## src/bh4_pkg.sv

```systemverilog
package bh4_pkg;

	localparam logic [7:0] RLE_MARK = 8'h90;
	localparam logic [7:0] CHAR_CR = 8'h0d;
	localparam logic [7:0] CHAR_LF = 8'h0a;
	localparam logic [7:0] CHAR_COLON = 8'h3a;
	localparam logic [5:0] HDR_LAST = 6'd47;

	// Header line, line break and opening colon, first character in the top byte.
	localparam logic [8*48-1:0] HDR_TEXT =
		{"(This file must be converted with BinHex 4.0)", CHAR_CR, CHAR_LF, CHAR_COLON};

	localparam logic [8*64-1:0] SYM_MAP =
		"!\"#$%&'()*+,-012345689@ABCDEFGHIJKLMNPQRSTUVXYZ[`abcdefhijklmpqr";

	typedef enum logic [1:0] {
		OP_START = 2'd0,
		OP_DATA = 2'd1,
		OP_END = 2'd2,
		OP_FINISH = 2'd3
	} opcode_t;

	typedef enum logic [1:0] {
		JOB_HDR,
		JOB_BYTES,
		JOB_FIN
	} job_kind_t;

	typedef enum logic [2:0] {
		ST_IDLE,
		ST_HDR,
		ST_BYTES,
		ST_PAD,
		ST_COLON,
		ST_TCR,
		ST_TLF
	} emit_state_t;

	typedef struct packed {
		job_kind_t kind;
		logic [3:0] cnt;
		logic [7:0][7:0] bytes;
	} job_t;

	typedef struct packed {
		logic [2:0] cnt;
		logic [3:0][7:0] bytes;
	} flush_t;

	typedef struct packed {
		logic [7:0] rb;
		logic [7:0] rc;
	} run_t;

	typedef struct packed {
		run_t run;
		flush_t fl;
	} run_step_t;

	function automatic logic [15:0] crc_byte(input logic [15:0] crc, input logic [7:0] b);
		logic [15:0] t;
		t = {crc[15:8], 8'h00};
		for (int i = 0; i < 8; i++) begin
			t = t[15] ? ({t[14:0], 1'b0} ^ 16'h1021) : {t[14:0], 1'b0};
		end
		return {crc[7:0], b} ^ t;
	endfunction

	function automatic flush_t flush_run(input run_t r);
		flush_t f;
		f = '0;
		if (r.rb == RLE_MARK) begin
			f.bytes[0] = RLE_MARK;
			f.bytes[1] = 8'h00;
			f.bytes[2] = RLE_MARK;
			if (r.rc < 8'd3) begin
				f.bytes[3] = 8'h00;
				f.cnt = {r.rc[1:0], 1'b0};
			end else begin
				f.bytes[3] = r.rc;
				f.cnt = 3'd4;
			end
		end else if (r.rc < 8'd4) begin
			f.bytes = {4{r.rb}};
			f.cnt = r.rc[2:0];
		end else begin
			f.bytes[0] = r.rb;
			f.bytes[1] = RLE_MARK;
			f.bytes[2] = r.rc;
			f.cnt = 3'd3;
		end
		return f;
	endfunction

	function automatic run_step_t run_stage(input run_t r, input logic [7:0] d);
		run_step_t o;
		o.fl = '0;
		o.run = r;
		if (r.rc != 8'd0 && (r.rc == 8'hff || r.rb != d)) begin
			o.fl = flush_run(r);
			o.run.rc = 8'd0;
		end
		if (o.run.rb == d) begin
			o.run.rc = o.run.rc + 8'd1;
		end else begin
			o.run.rb = d;
			o.run.rc = 8'd1;
		end
		return o;
	endfunction

	function automatic logic [7:0] sym_char(input logic [5:0] s);
		return SYM_MAP[{~s, 3'b000} +: 8];
	endfunction

	function automatic logic [7:0] hdr_char(input logic [5:0] h);
		return HDR_TEXT[{6'(HDR_LAST - h), 3'b000} +: 8];
	endfunction

endpackage

```

## src/bh4_in_if.sv

```systemverilog
interface bh4_in_if;
	logic valid;
	logic ready;
	logic [1:0] opcode;
	logic [7:0] data_byte;

	modport source (output valid, output opcode, output data_byte, input ready);
	modport sink (input valid, input opcode, input data_byte, output ready);
endinterface

```

## src/bh4_out_if.sv

```systemverilog
interface bh4_out_if;
	logic valid;
	logic ready;
	logic [7:0] out_char;
	logic last;

	modport source (output valid, output out_char, output last, input ready);
	modport sink (input valid, input out_char, input last, output ready);
endinterface

```

## src/bh4_front.sv

```systemverilog
module bh4_front (
	input logic clk,
	input logic arst_n,
	bh4_in_if.sink in_ch,
	input logic take,
	output logic job_valid,
	output bh4_pkg::job_t job
);
	import bh4_pkg::*;

	logic pend_q;
	opcode_t op_q;
	logic [7:0] data_q;
	logic [15:0] crc_q;
	run_t run_q;
	logic [15:0] crc_d;
	run_t run_d;

	assign in_ch.ready = !pend_q || take;
	assign job_valid = pend_q;

	always_comb begin
		run_step_t s1;
		run_step_t s2;
		flush_t fl;
		logic [15:0] c;
		logic [3:0] k;
		job = '0;
		job.kind = JOB_BYTES;
		crc_d = crc_q;
		run_d = run_q;
		s1 = '0;
		s2 = '0;
		fl = '0;
		c = '0;
		k = '0;
		case (op_q)
			OP_START: begin
				job.kind = JOB_HDR;
				crc_d = '0;
				run_d = '0;
			end
			OP_DATA: begin
				crc_d = crc_byte(crc_q, data_q);
				s1 = run_stage(run_q, data_q);
				run_d = s1.run;
				job.cnt = {1'b0, s1.fl.cnt};
				job.bytes[3:0] = s1.fl.bytes;
			end
			OP_END: begin
				c = crc_byte(crc_byte(crc_q, 8'h00), 8'h00);
				s1 = run_stage(run_q, c[15:8]);
				s2 = run_stage(s1.run, c[7:0]);
				run_d = s2.run;
				crc_d = '0;
				job.cnt = {1'b0, s1.fl.cnt} + {1'b0, s2.fl.cnt};
				for (int j = 0; j < 8; j++) begin
					k = 4'(j) - {1'b0, s1.fl.cnt};
					if (4'(j) < {1'b0, s1.fl.cnt}) begin
						job.bytes[j] = s1.fl.bytes[j[1:0]];
					end else if (k < 4'd4) begin
						job.bytes[j] = s2.fl.bytes[k[1:0]];
					end
				end
			end
			default: begin
				job.kind = JOB_FIN;
				if (run_q.rc != 8'd0) begin
					fl = flush_run(run_q);
				end
				job.cnt = {1'b0, fl.cnt};
				job.bytes[3:0] = fl.bytes;
				crc_d = '0;
				run_d = '0;
			end
		endcase
	end

	always_ff @(posedge clk or negedge arst_n) begin
		if (!arst_n) begin
			pend_q <= 1'b0;
			crc_q <= '0;
			run_q <= '0;
		end else begin
			if (in_ch.valid && in_ch.ready) begin
				pend_q <= 1'b1;
			end else if (take) begin
				pend_q <= 1'b0;
			end
			if (take) begin
				crc_q <= crc_d;
				run_q <= run_d;
			end
		end
	end

	always_ff @(posedge clk) begin
		if (in_ch.valid && in_ch.ready) begin
			op_q <= opcode_t'(in_ch.opcode);
			data_q <= in_ch.data_byte;
		end
	end
endmodule

```

## src/bh4_emit.sv

```systemverilog
module bh4_emit #(
	parameter int LINE_LENGTH = 64
) (
	input logic clk,
	input logic arst_n,
	input logic job_valid,
	input bh4_pkg::job_t job,
	output logic take,
	bh4_out_if.source out_ch
);
	import bh4_pkg::*;

	localparam logic [6:0] LINE_LEN = 7'(LINE_LENGTH);

	emit_state_t st_q, st_d;
	job_t job_q;
	logic [2:0] idx_q, idx_d;
	logic [5:0] h_q, h_d;
	logic [1:0] ph_q, ph_d;
	logic [3:0] bits_q, bits_d;
	logic [6:0] lc_q, lc_d;
	logic nl_q, nl_d;
	logic s2v_q, s2v_d;
	logic [5:0] s2_q, s2_d;
	logic out_valid_q;
	logic [7:0] out_char_q;
	logic last_q;

	logic adv;
	logic emit;
	logic [7:0] ch;
	logic lst;
	logic [7:0] cur;
	logic [5:0] sym;
	logic sym_done;
	logic [1:0] sym_ph;
	logic [3:0] sym_bits;
	logic sym_s2v;
	logic [5:0] sym_s2;
	logic last_byte;

	assign adv = !out_valid_q || out_ch.ready;
	assign out_ch.valid = out_valid_q;
	assign out_ch.out_char = out_char_q;
	assign out_ch.last = last_q;

	assign cur = (st_q == ST_PAD) ? 8'h00 : job_q.bytes[idx_q];
	assign last_byte = ({1'b0, idx_q} == (job_q.cnt - 4'd1));

	always_comb begin
		sym = s2_q;
		sym_done = 1'b1;
		sym_ph = ph_q;
		sym_bits = bits_q;
		sym_s2v = 1'b0;
		sym_s2 = s2_q;
		if (!s2v_q) begin
			case (ph_q)
				2'd0: begin
					sym = cur[7:2];
					sym_bits = {2'b00, cur[1:0]};
					sym_ph = 2'd1;
				end
				2'd1: begin
					sym = {bits_q[1:0], cur[7:4]};
					sym_bits = cur[3:0];
					sym_ph = 2'd2;
				end
				default: begin
					sym = {bits_q, cur[7:6]};
					sym_s2 = cur[5:0];
					sym_s2v = 1'b1;
					sym_bits = 4'd0;
					sym_ph = 2'd0;
					sym_done = 1'b0;
				end
			endcase
		end
	end

	always_comb begin
		st_d = st_q;
		idx_d = idx_q;
		h_d = h_q;
		ph_d = ph_q;
		bits_d = bits_q;
		lc_d = lc_q;
		nl_d = nl_q;
		s2v_d = s2v_q;
		s2_d = s2_q;
		emit = 1'b0;
		ch = 8'h00;
		lst = 1'b0;
		take = 1'b0;
		if (adv) begin
			unique case (st_q)
				ST_IDLE: begin
					if (job_valid) begin
						take = 1'b1;
						idx_d = 3'd0;
						case (job.kind)
							JOB_HDR: begin
								st_d = ST_HDR;
								h_d = 6'd0;
								ph_d = 2'd0;
								bits_d = 4'd0;
								s2v_d = 1'b0;
								nl_d = 1'b0;
							end
							JOB_FIN: st_d = (job.cnt != 4'd0) ? ST_BYTES : ST_PAD;
							default: st_d = (job.cnt != 4'd0) ? ST_BYTES : ST_IDLE;
						endcase
					end
				end
				ST_HDR: begin
					emit = 1'b1;
					ch = hdr_char(h_q);
					if (h_q == HDR_LAST) begin
						lst = 1'b1;
						lc_d = 7'd1;
						st_d = ST_IDLE;
					end else begin
						h_d = h_q + 6'd1;
					end
				end
				ST_BYTES, ST_PAD: begin
					if (st_q == ST_PAD && ph_q == 2'd0 && !s2v_q) begin
						st_d = ST_COLON;
					end else if (nl_q) begin
						emit = 1'b1;
						ch = CHAR_LF;
						nl_d = 1'b0;
						lc_d = 7'd0;
					end else if (lc_q >= LINE_LEN) begin
						emit = 1'b1;
						ch = CHAR_CR;
						nl_d = 1'b1;
					end else begin
						emit = 1'b1;
						ch = sym_char(sym);
						lc_d = lc_q + 7'd1;
						ph_d = sym_ph;
						bits_d = sym_bits;
						s2v_d = sym_s2v;
						s2_d = sym_s2;
						if (sym_done) begin
							if (st_q == ST_PAD) begin
								st_d = ST_COLON;
							end else if (last_byte) begin
								if (job_q.kind == JOB_FIN) begin
									st_d = ST_PAD;
								end else begin
									st_d = ST_IDLE;
									lst = 1'b1;
								end
							end else begin
								idx_d = idx_q + 3'd1;
							end
						end
					end
				end
				ST_COLON: begin
					emit = 1'b1;
					if (nl_q) begin
						ch = CHAR_LF;
						nl_d = 1'b0;
						lc_d = 7'd0;
					end else if (lc_q >= LINE_LEN) begin
						ch = CHAR_CR;
						nl_d = 1'b1;
					end else begin
						ch = CHAR_COLON;
						lc_d = lc_q + 7'd1;
						st_d = ST_TCR;
					end
				end
				ST_TCR: begin
					emit = 1'b1;
					ch = CHAR_CR;
					st_d = ST_TLF;
				end
				ST_TLF: begin
					emit = 1'b1;
					ch = CHAR_LF;
					lst = 1'b1;
					ph_d = 2'd0;
					bits_d = 4'd0;
					lc_d = 7'd0;
					s2v_d = 1'b0;
					nl_d = 1'b0;
					st_d = ST_IDLE;
				end
				default: st_d = ST_IDLE;
			endcase
		end
	end

	always_ff @(posedge clk or negedge arst_n) begin
		if (!arst_n) begin
			st_q <= ST_IDLE;
			idx_q <= '0;
			h_q <= '0;
			ph_q <= '0;
			bits_q <= '0;
			lc_q <= '0;
			nl_q <= 1'b0;
			s2v_q <= 1'b0;
			out_valid_q <= 1'b0;
		end else begin
			st_q <= st_d;
			idx_q <= idx_d;
			h_q <= h_d;
			ph_q <= ph_d;
			bits_q <= bits_d;
			lc_q <= lc_d;
			nl_q <= nl_d;
			s2v_q <= s2v_d;
			if (adv) begin
				out_valid_q <= emit;
			end
		end
	end

	always_ff @(posedge clk) begin
		s2_q <= s2_d;
		if (take) begin
			job_q <= job;
		end
		if (adv && emit) begin
			out_char_q <= ch;
			last_q <= lst;
		end
	end
endmodule

```

## src/binhex4_stream_encoder_unit.sv

```systemverilog
// Data path: a word is taken into the input register and loaded into the emitter's job register
// once the emitter is idle and its output can advance; its characters then appear on the output register.
// Throughput: one character per cycle from the emitter while the output is ready, plus a load
// step for each command and one more for a finish with no partial group; the next word is
// accepted in the cycle its predecessor is loaded, also for a command that yields no character.
// Reset (arst_n low) clears the CRC, the run stage, the symbol packer and the line count.
module binhex4_stream_encoder_unit #(
	parameter int LINE_LENGTH = 64
) (
	input logic clk,
	input logic arst_n,
	bh4_in_if.sink in_ch,
	bh4_out_if.source out_ch
);
	import bh4_pkg::*;

	logic take;
	logic job_valid;
	job_t job;

	bh4_front u_front (
		.clk(clk),
		.arst_n(arst_n),
		.in_ch(in_ch),
		.take(take),
		.job_valid(job_valid),
		.job(job)
	);

	bh4_emit #(
		.LINE_LENGTH(LINE_LENGTH)
	) u_emit (
		.clk(clk),
		.arst_n(arst_n),
		.job_valid(job_valid),
		.job(job),
		.take(take),
		.out_ch(out_ch)
	);
endmodule
```

## src/flat_wrapper.sv

```systemverilog
// flat-port wrapper written by rule: the top's interface ports become plain ports
module binhex4_stream_encoder_unit_flat import bh4_pkg::*;
#(
	parameter int LINE_LENGTH = 64
)
  (clk, arst_n, in_ch_valid, in_ch_opcode, in_ch_data_byte, in_ch_ready, out_ch_valid, out_ch_out_char, out_ch_last, out_ch_ready);
  bh4_in_if in_ch_i ();
  bh4_out_if out_ch_i ();
  input logic clk;
  input logic arst_n;
  input wire logic [$bits(in_ch_i.valid)-1:0] in_ch_valid;
  input wire logic [$bits(in_ch_i.opcode)-1:0] in_ch_opcode;
  input wire logic [$bits(in_ch_i.data_byte)-1:0] in_ch_data_byte;
  output wire logic [$bits(in_ch_i.ready)-1:0] in_ch_ready;
  output wire logic [$bits(out_ch_i.valid)-1:0] out_ch_valid;
  output wire logic [$bits(out_ch_i.out_char)-1:0] out_ch_out_char;
  output wire logic [$bits(out_ch_i.last)-1:0] out_ch_last;
  input wire logic [$bits(out_ch_i.ready)-1:0] out_ch_ready;
  assign in_ch_i.valid = in_ch_valid;
  assign in_ch_i.opcode = in_ch_opcode;
  assign in_ch_i.data_byte = in_ch_data_byte;
  assign in_ch_ready = in_ch_i.ready;
  assign out_ch_valid = out_ch_i.valid;
  assign out_ch_out_char = out_ch_i.out_char;
  assign out_ch_last = out_ch_i.last;
  assign out_ch_i.ready = out_ch_ready;
  binhex4_stream_encoder_unit #(.LINE_LENGTH(LINE_LENGTH)) u_core (.clk(clk), .arst_n(arst_n), .in_ch(in_ch_i), .out_ch(out_ch_i));
endmodule
```

## config.mk

```make
export PLATFORM = sky130hd
export DESIGN_NAME = binhex4_stream_encoder_unit_flat
export DESIGN_NICKNAME = d
export VERILOG_FILES = /design/src/bh4_pkg.sv /design/src/bh4_in_if.sv /design/src/bh4_out_if.sv /design/src/bh4_front.sv /design/src/bh4_emit.sv /design/src/binhex4_stream_encoder_unit.sv /design/src/flat_wrapper.sv
export SDC_FILE = /design/constraint.sdc
export NUM_CORES = 1
export LEC_CHECK = 0
export ABC_AREA = 1
export BUFFER_PORTS_ARGS = -buffer_cell sky130_fd_sc_hd__buf_2
export CAP_MARGIN = 25
export CORE_ASPECT_RATIO = 1.25
export CORE_UTILIZATION = 40
export DETAILED_ROUTE_END_ITERATION = 12
export PLACE_DENSITY = 0.69
export SYNTH_ARGS = -nofsm -noshare
export SYNTH_HDL_FRONTEND = slang
export SYNTH_SLANG_ARGS = --single-unit
export TNS_END_PERCENT = 30
```

## constraint.sdc

```tcl
create_clock -name clk -period 5.45 [get_ports clk]
set_clock_uncertainty 0.15 [all_clocks]
set_input_delay 0.8175 -clock clk [delete_from_list [all_inputs] [get_ports clk]]
set_output_delay 0.8175 -clock clk [all_outputs]
set_load 0.01 [all_outputs]
```

**Word level (Yosys, flattened, before mapping)**

Cells that the tools add are included.

- Add/subtract/negate cells: 17
- $mul: 0
- Divide/modulo/power cells: 0
- Magnitude comparators: 29
- Equal/unequal tests: 41
- Shift-type cells: 2
- Mux-type cells: 166
- Bitwise gates (word level): 25
- Reduce and logical (&&, ||, !) cells: 42

Operators with widths:

| cell | number |
|---|---|
| variable part select 512 x 10 -> 8 bit, first input constant | 1 |
| variable part select 384 x 10 -> 8 bit, first input constant | 1 |
| two-way mux 8 bit | 37 |
| two-way mux 43 bit | 6 |
| two-way mux 13 bit | 16 |
| binary-select mux 8 bit (select 2 bit) | 8 |
| two-way mux 35 bit | 3 |
| one-hot mux 32 bit (3 select lines) | 1 |
| two-way mux 3 bit | 19 |
| two-way mux 24 bit | 2 |
| NOT 3 bit | 16 |
| XOR 16 bit | 3 |
| one-hot mux 8 bit (5 select lines) | 1 |
| two-way mux 6 bit | 6 |
| == test 8 bit, second input constant | 4 |
| < comparator 4 x 3 -> 1 bit, second input constant | 8 |
| one-hot mux 16 bit (2 select lines) | 1 |
| two-way mux 1 bit | 28 |
| two-way mux 7 bit | 4 |
| one-hot mux 7 bit (4 select lines) | 1 |
| adder 8 x 1 -> 8 bit, second input constant | 3 |
| binary-select mux 8 bit (select 3 bit) | 1 |
| == test 8 bit | 3 |
| < comparator 2 x 3 -> 1 bit, second input constant | 8 |
| 61 further kinds | 141 |

- Bits in registers: 156
- Latch bits: 0
- Memory bits (writable): 0
- Memory bits (read-only): 0
- Input port bits: 14
- Output and inout port bits: 11
- Memories kept: 0

**Logic depth before layout (Yosys ltp)**

- Depth in word-level cells: 54
- Gate-level depth with buffers: 37

**Hierarchy**

From an unflattened synthesis, not the netlist that was laid out.

- Cells, all modules: 1997
- Area, all modules: 13321.5 sq um

By module, submodules not included:

| module | times used | cells an instance | area an instance (sq um) | sequential area each (sq um) |
|---|---|---|---|---|
| bh4_front | 1 | 1270 | 6980.4 | 1126.1 |
| bh4_emit | 1 | 727 | 6341.1 | 3223.1 |

**Worst setup path after synthesis**

OpenSTA, ideal clock, no wires.

- Path kind: reg-to-reg
- Start: register u_core.u_front.crc_q[12]
- End: register u_core.u_emit.st_q[1]
- Data arrival time: 4.833 ns
- Required time: 5.164 ns
- Slack: 0.331 ns
- Cell stages (with the launch flop): 34
- Buffers on the path: 3
- Path through: dfrtp_1 -> buf_4 -> inv_2 -> nand2_1 -> nand2_2 -> nand2_2 -> nand2_2 -> nand2_2 -> nand2_2 -> nand2_1 -> nand3_1 -> nand2_1 -> nor2_4 -> nand3_4 -> nor2_1 -> ha_1 -> inv_1 -> nand2_1 -> nand3_1 -> nor3_2 -> nand3_1 -> nand2_4 -> nand2_4 -> buf_6 -> buf_6 -> a211oi_1 -> fa_1 -> nand2_1 -> o21ai_0 -> or4_1 -> o21ai_0 -> nand2_1 -> nor2_1 -> o21ai_1

RTL lines:

| what | line | RTL |
|---|---|---|
| from (decl) | bh4_front.sv:14 | `logic [15:0] crc_q;` |
| from (signal assigned) | bh4_front.sv:91 | `crc_q <= crc_d;` |
| to (signal assigned) | bh4_emit.sv:210 | `st_q <= st_d;` |
| to (decl) | bh4_emit.sv:15 | `emit_state_t st_q, st_d;` |

==> results.md <==
- The average vias per placed instance is between 5 and 6.
- The count of final setup violators is 0.
- STA classifies the critical path startpoint as a flop.
- In the final design database the tool counted 1914 nets.
- From bottom edge to top edge, the die measures 201 um.
- The worst setup slack for register-to-register paths is 290 ps.
- The via count of the first global-routing pass is roughly 13000.
- For this run, the number of Yosys warnings is 0.
- The number of different library cells in the post-synthesis netlist is 60.
- The largest net degree at the start of global routing is 94.
- The I/O pin count is 25.
- The signed area change from the synthesized netlist to the final layout is 11.31%.
- The worst setup path is captured at a flop.
- After legalization and detailed placement, the total HPWL measured around 36000 um.
- After synthesis, the mean cell area works out to slightly below 7 um2.
- The clock transition time at the flip-flop clock pins of the worst setup and hold paths is approximately 70 ps.
- The flow ran to the end, and the final reports show no timing, DRC or antenna violations.
- Summing all non-filler instances in the final layout gives an area of about 0.014 mm2.
- The initial standard-cell utilization of the core is 40.77%.
- The number of failing hold endpoints at the final stage is 0.
- The worst hold path terminates at u_core.u_emit.bits_q[3].
- The topmost layer with routed signal wires is met4.
- The largest single stage delay on the critical path is roughly 520 ps.
- The floorplan step defined a die boundary enclosing 0.03240 mm2.
- The tree is rooted in a clkbuf_16.
- The worst relative slew slack is 35.40%.
- The sequential share of the synthesized area is between 30 and 40%.
- The overall routed net length is 46050 um.
- The final critical path time including I/O delays and setup is just over 5000 ps.
- For the worst-skew pair, the clock arrives at the later sink with an insertion delay of about 460 ps.
- In the routed design, unresolved DRC markers number 0.
- The slowest stage cell on the critical path is or4_1.
- The count of standard-cell rows is between 70 and 80.
- The quantity of hold-fixing buffers added after cts is 0.
- Summing over every cut layer, the via total after detailed routing is between 10000 and 15000.
- The cell occurring most often along the worst timing path is nand2_1.
- The number of antenna diodes is 0.
- The area of the core is about 0.031 mm2.
- The count of filler cells inserted in the layout is 3192.
- The H-tree depth reported by CTS is 4.
- In this run the worst path has a maximum fanout of 19.
- The met1 wire length is approximately 18000 um.
- The count of buffers added on input and output ports is 23.
- For this run, asynchronously set or reset flops after synthesis account for roughly 39%.
- Once detail routing completed, the nets flagged for antenna violations numbered 0.
- The worst register-to-register path ends at u_core.u_emit.st_q[1].
- The clock tree buffer depth is 2.
- Data on the critical path arrives at its endpoint at between 5000 and 6000 ps.
- The worst hold path belongs to the class flop to flop.
- TritonCTS built the clock tree.
- The final clock period utilization by the worst path is between 90% and 100%.
- The gate count after technology mapping is between 1500 and 2000.
- The source of the worst register-to-register timing path is u_core.u_front.crc_q[14].
- The worst hold margin is about 370 ps.
- In the final layout, the share of cells above drive strength 1 is a little over a tenth.
- Summed over all layers, the global routing overflow is 0.
- Summing all multi-input logic gate instances after layout gives between 0.007 and 0.008 mm2.
- Registers take about 0.0044 mm2.
- The number of synthesized register bits is roughly 160.
- The first routing iteration left roughly 1200 violations.
- The length of the first detailed-routing pass in iterations is 8.
- The highest attainable clock frequency is around 190 MHz.
- The first global-routing pass estimated 70870 um of wire.
- The data required time at the worst endpoint is approximately 5600 ps.
- The initial antenna violation count is 0.
- Counting every net in the synthesized netlist gives roughly 1900.
- Wire segments on met2 add up to approximately 23000 um in the final route.
- For the worst flop-to-flop path, the logic depth is 29.
- Dividing the detail-routed wire length by the instance count gives 20.24 um.
- In this run the horizontal extent of the chip is between 150 and 200 um.
- The sink count of the clock tree is approximately 160.
- Setup slack on the critical path of the routed design comes to 287.0 ps.
- Global routing consumed, over all layers together, 28.80% of the routing resources.
- Detailed routing placed a total of ~2300 um of wire on met3.
- The post-placement cell area is 0.01331 mm2.
- The worst hold path begins at u_core.u_emit.bits_q[3].
- The start-to-end type of the worst setup path is flop to flop.
- The count of pins over their slew limit is 0.
- For this run, the leading register cell type out of synthesis is edfxtp_1.
- The number of clock buffers inserted by TritonCTS is 17.
- In this run, synthesis inferred 94 flip-flops with an integrated enable.
- The number of cells traversed by the worst hold path is 2.
- The netlist area before placement is approximately 0.013 mm2.
- Before CTS, the worst setup slack after placement is 56.43 ps.
- The number of max-cap violations is 0.
- At the pin with the least slew margin, the transition time is just under 1000 ps.
- The congestion estimate from routability-driven global placement came to between 1 and 1.5.
==> worst max-delay path by stage <==
stage / startpoint / endpoint / cells after the start
after floorplan: u_core.u_front.crc_q[12] / u_core.u_emit.st_q[1] / 33
final: u_core.u_front.crc_q[14] / u_core.u_emit.st_q[1] / 29
after global placement: u_core.u_front.crc_q[12] / u_core.u_emit.st_q[1] / 30
after detailed placement: u_core.u_front.crc_q[12] / u_core.u_emit.st_q[1] / 29
after global routing: u_core.u_front.crc_q[12] / u_core.u_emit.st_q[1] / 33
after CTS: u_core.u_front.crc_q[12] / u_core.u_emit.st_q[1] / 29
==> cell families after synthesis <==
logic type | count (synthesis) | synth area share (%)
buffers and inverters | 290 | 9.113
flip-flops | 155 | 34.32
AND/OR/NAND/NOR | 961 | 33.65
adder cells (fa/ha/maj) | 45 | 4.502
other | 1 | 0.02959
AO/OA/AOI/OAI | 348 | 15.91
XOR/XNOR | 35 | 2.478
==> cell usage after synthesis, drive strengths merged, types with 2 or more instances <==
cell type	number	area share [%]
o211ai	17	1.0
clkbuf	56	1.7
xnor2	10	0.69
nor3b	3	0.18
nand3b	2	0.12
a31oi	13	0.64
a22o	2	0.14
buf	16	0.89
xor2	25	1.8
clkinv	10	0.31
o21a	6	0.36
dfrtp	61	12
or2	5	0.25
a21oi	77	3.1
nor4	9	0.44
o221ai	15	1.0
nand4	20	0.99
o2111ai	5	0.35
o22ai	32	1.6
nand2	458	14
o21bai	3	0.18
edfxtp	94	22
o311ai	2	0.14
o31ai	7	0.41
a2111oi	2	0.14
ha	44	4.3
a22oi	5	0.30
nand3	229	9.5
nor3	28	1.3
a211oi	5	0.30
dlygate4sd1	2	0.14
inv	206	6.1
nor2	203	6.4
o21ai	154	6.1
==> placed cells by master (no fill, tap or decap), types with 10 or more instances in the layout <==
| cell type | count |
|---|---|
| clkinv_1 | 10 |
| a21oi_1 | 75 |
| nand4_1 | 20 |
| nand3_2 | 12 |
| nor3_1 | 23 |
| o21ai_0 | 134 |
| nand2_2 | 23 |
| edfxtp_1 | 94 |
| nand2_1 | 428 |
| inv_1 | 193 |
| o22ai_1 | 32 |
| o221ai_1 | 15 |
| xor2_1 | 24 |
| ha_1 | 42 |
| o21ai_1 | 20 |
| dfrtp_1 | 57 |
| buf_4 | 49 |
| o211ai_1 | 17 |
| nor2_1 | 187 |
| a31oi_1 | 13 |
| inv_2 | 12 |
| nand3_1 | 216 |
| buf_2 | 24 |
| clkbuf_16 | 17 |
==> final cells by class <==
cell class	instances	area share, %
Clock buffer	17	3.016
Clock inverter	15	1.286
Inverter	216	5.775
Multi-Input combinational cell	1390	51.70
Sequential cell	155	30.87
Tap cell	407	3.610
Timing Repair Buffer	75	3.743
==> flip-flops by register name (all words and copies together), names as in the netlist <==
signal / count
u_core.u_emit.bits_q: 4
u_core.u_emit.out_ch.out_char: 7
u_core.u_emit.s2v_q: 1
u_core.u_front.data_q: 8
u_core.u_emit.st_q: 3
u_core.u_emit.idx_q: 3
u_core.u_emit.lc_q: 7
u_core.u_emit.out_ch.valid: 1
u_core.u_front.job_valid: 1
u_core.u_emit.out_ch.last: 1
u_core.u_emit.job_q: 70
u_core.u_emit.s2_q: 6
u_core.u_front.run_q: 16
u_core.u_emit.nl_q: 1
u_core.u_emit.h_q: 6
u_core.u_front.op_q: 2
u_core.u_front.crc_q: 16
u_core.u_emit.ph_q: 2
==> timing repair <==
item                       in CTS  in global routing
setup buffers                   0                  7
gates resized for setup         0                 35
setup endpoints to repair       0                  1
==> critical path, delay by kind of cell (launching register included) <==
family / cells / cell delay (ps)
fa+ha+maj: 2 / 600
xor+xnor: 1 / 300
buf+inv: 3 / 410
simple gates: 18 / 2560
flops: 1 / 440
compound gates: 5 / 550
==> per-stage QoR <==
stage / utilization, % / instances / TNS, ps
global placement: 42.79 / 2234 / 0
floorplan: - / 1835 / 0
global route: 45.38 / 2275 / -34.53
CTS: 44.78 / 2268 / 0
detailed placement: 42.83 / 2236 / 0
finish: 45.38 / 2275 / 0
==> layer usage <==
metal  GRT usage [%]  vias up
met4           20.28        0
met3           3.967      165
li1                -     6237
met5               0        -
met2           50.46      524
met1           31.92     6156
Power is not shown: default switching activity piles up to over one toggle a cycle in this logic, so the estimate is an artifact.
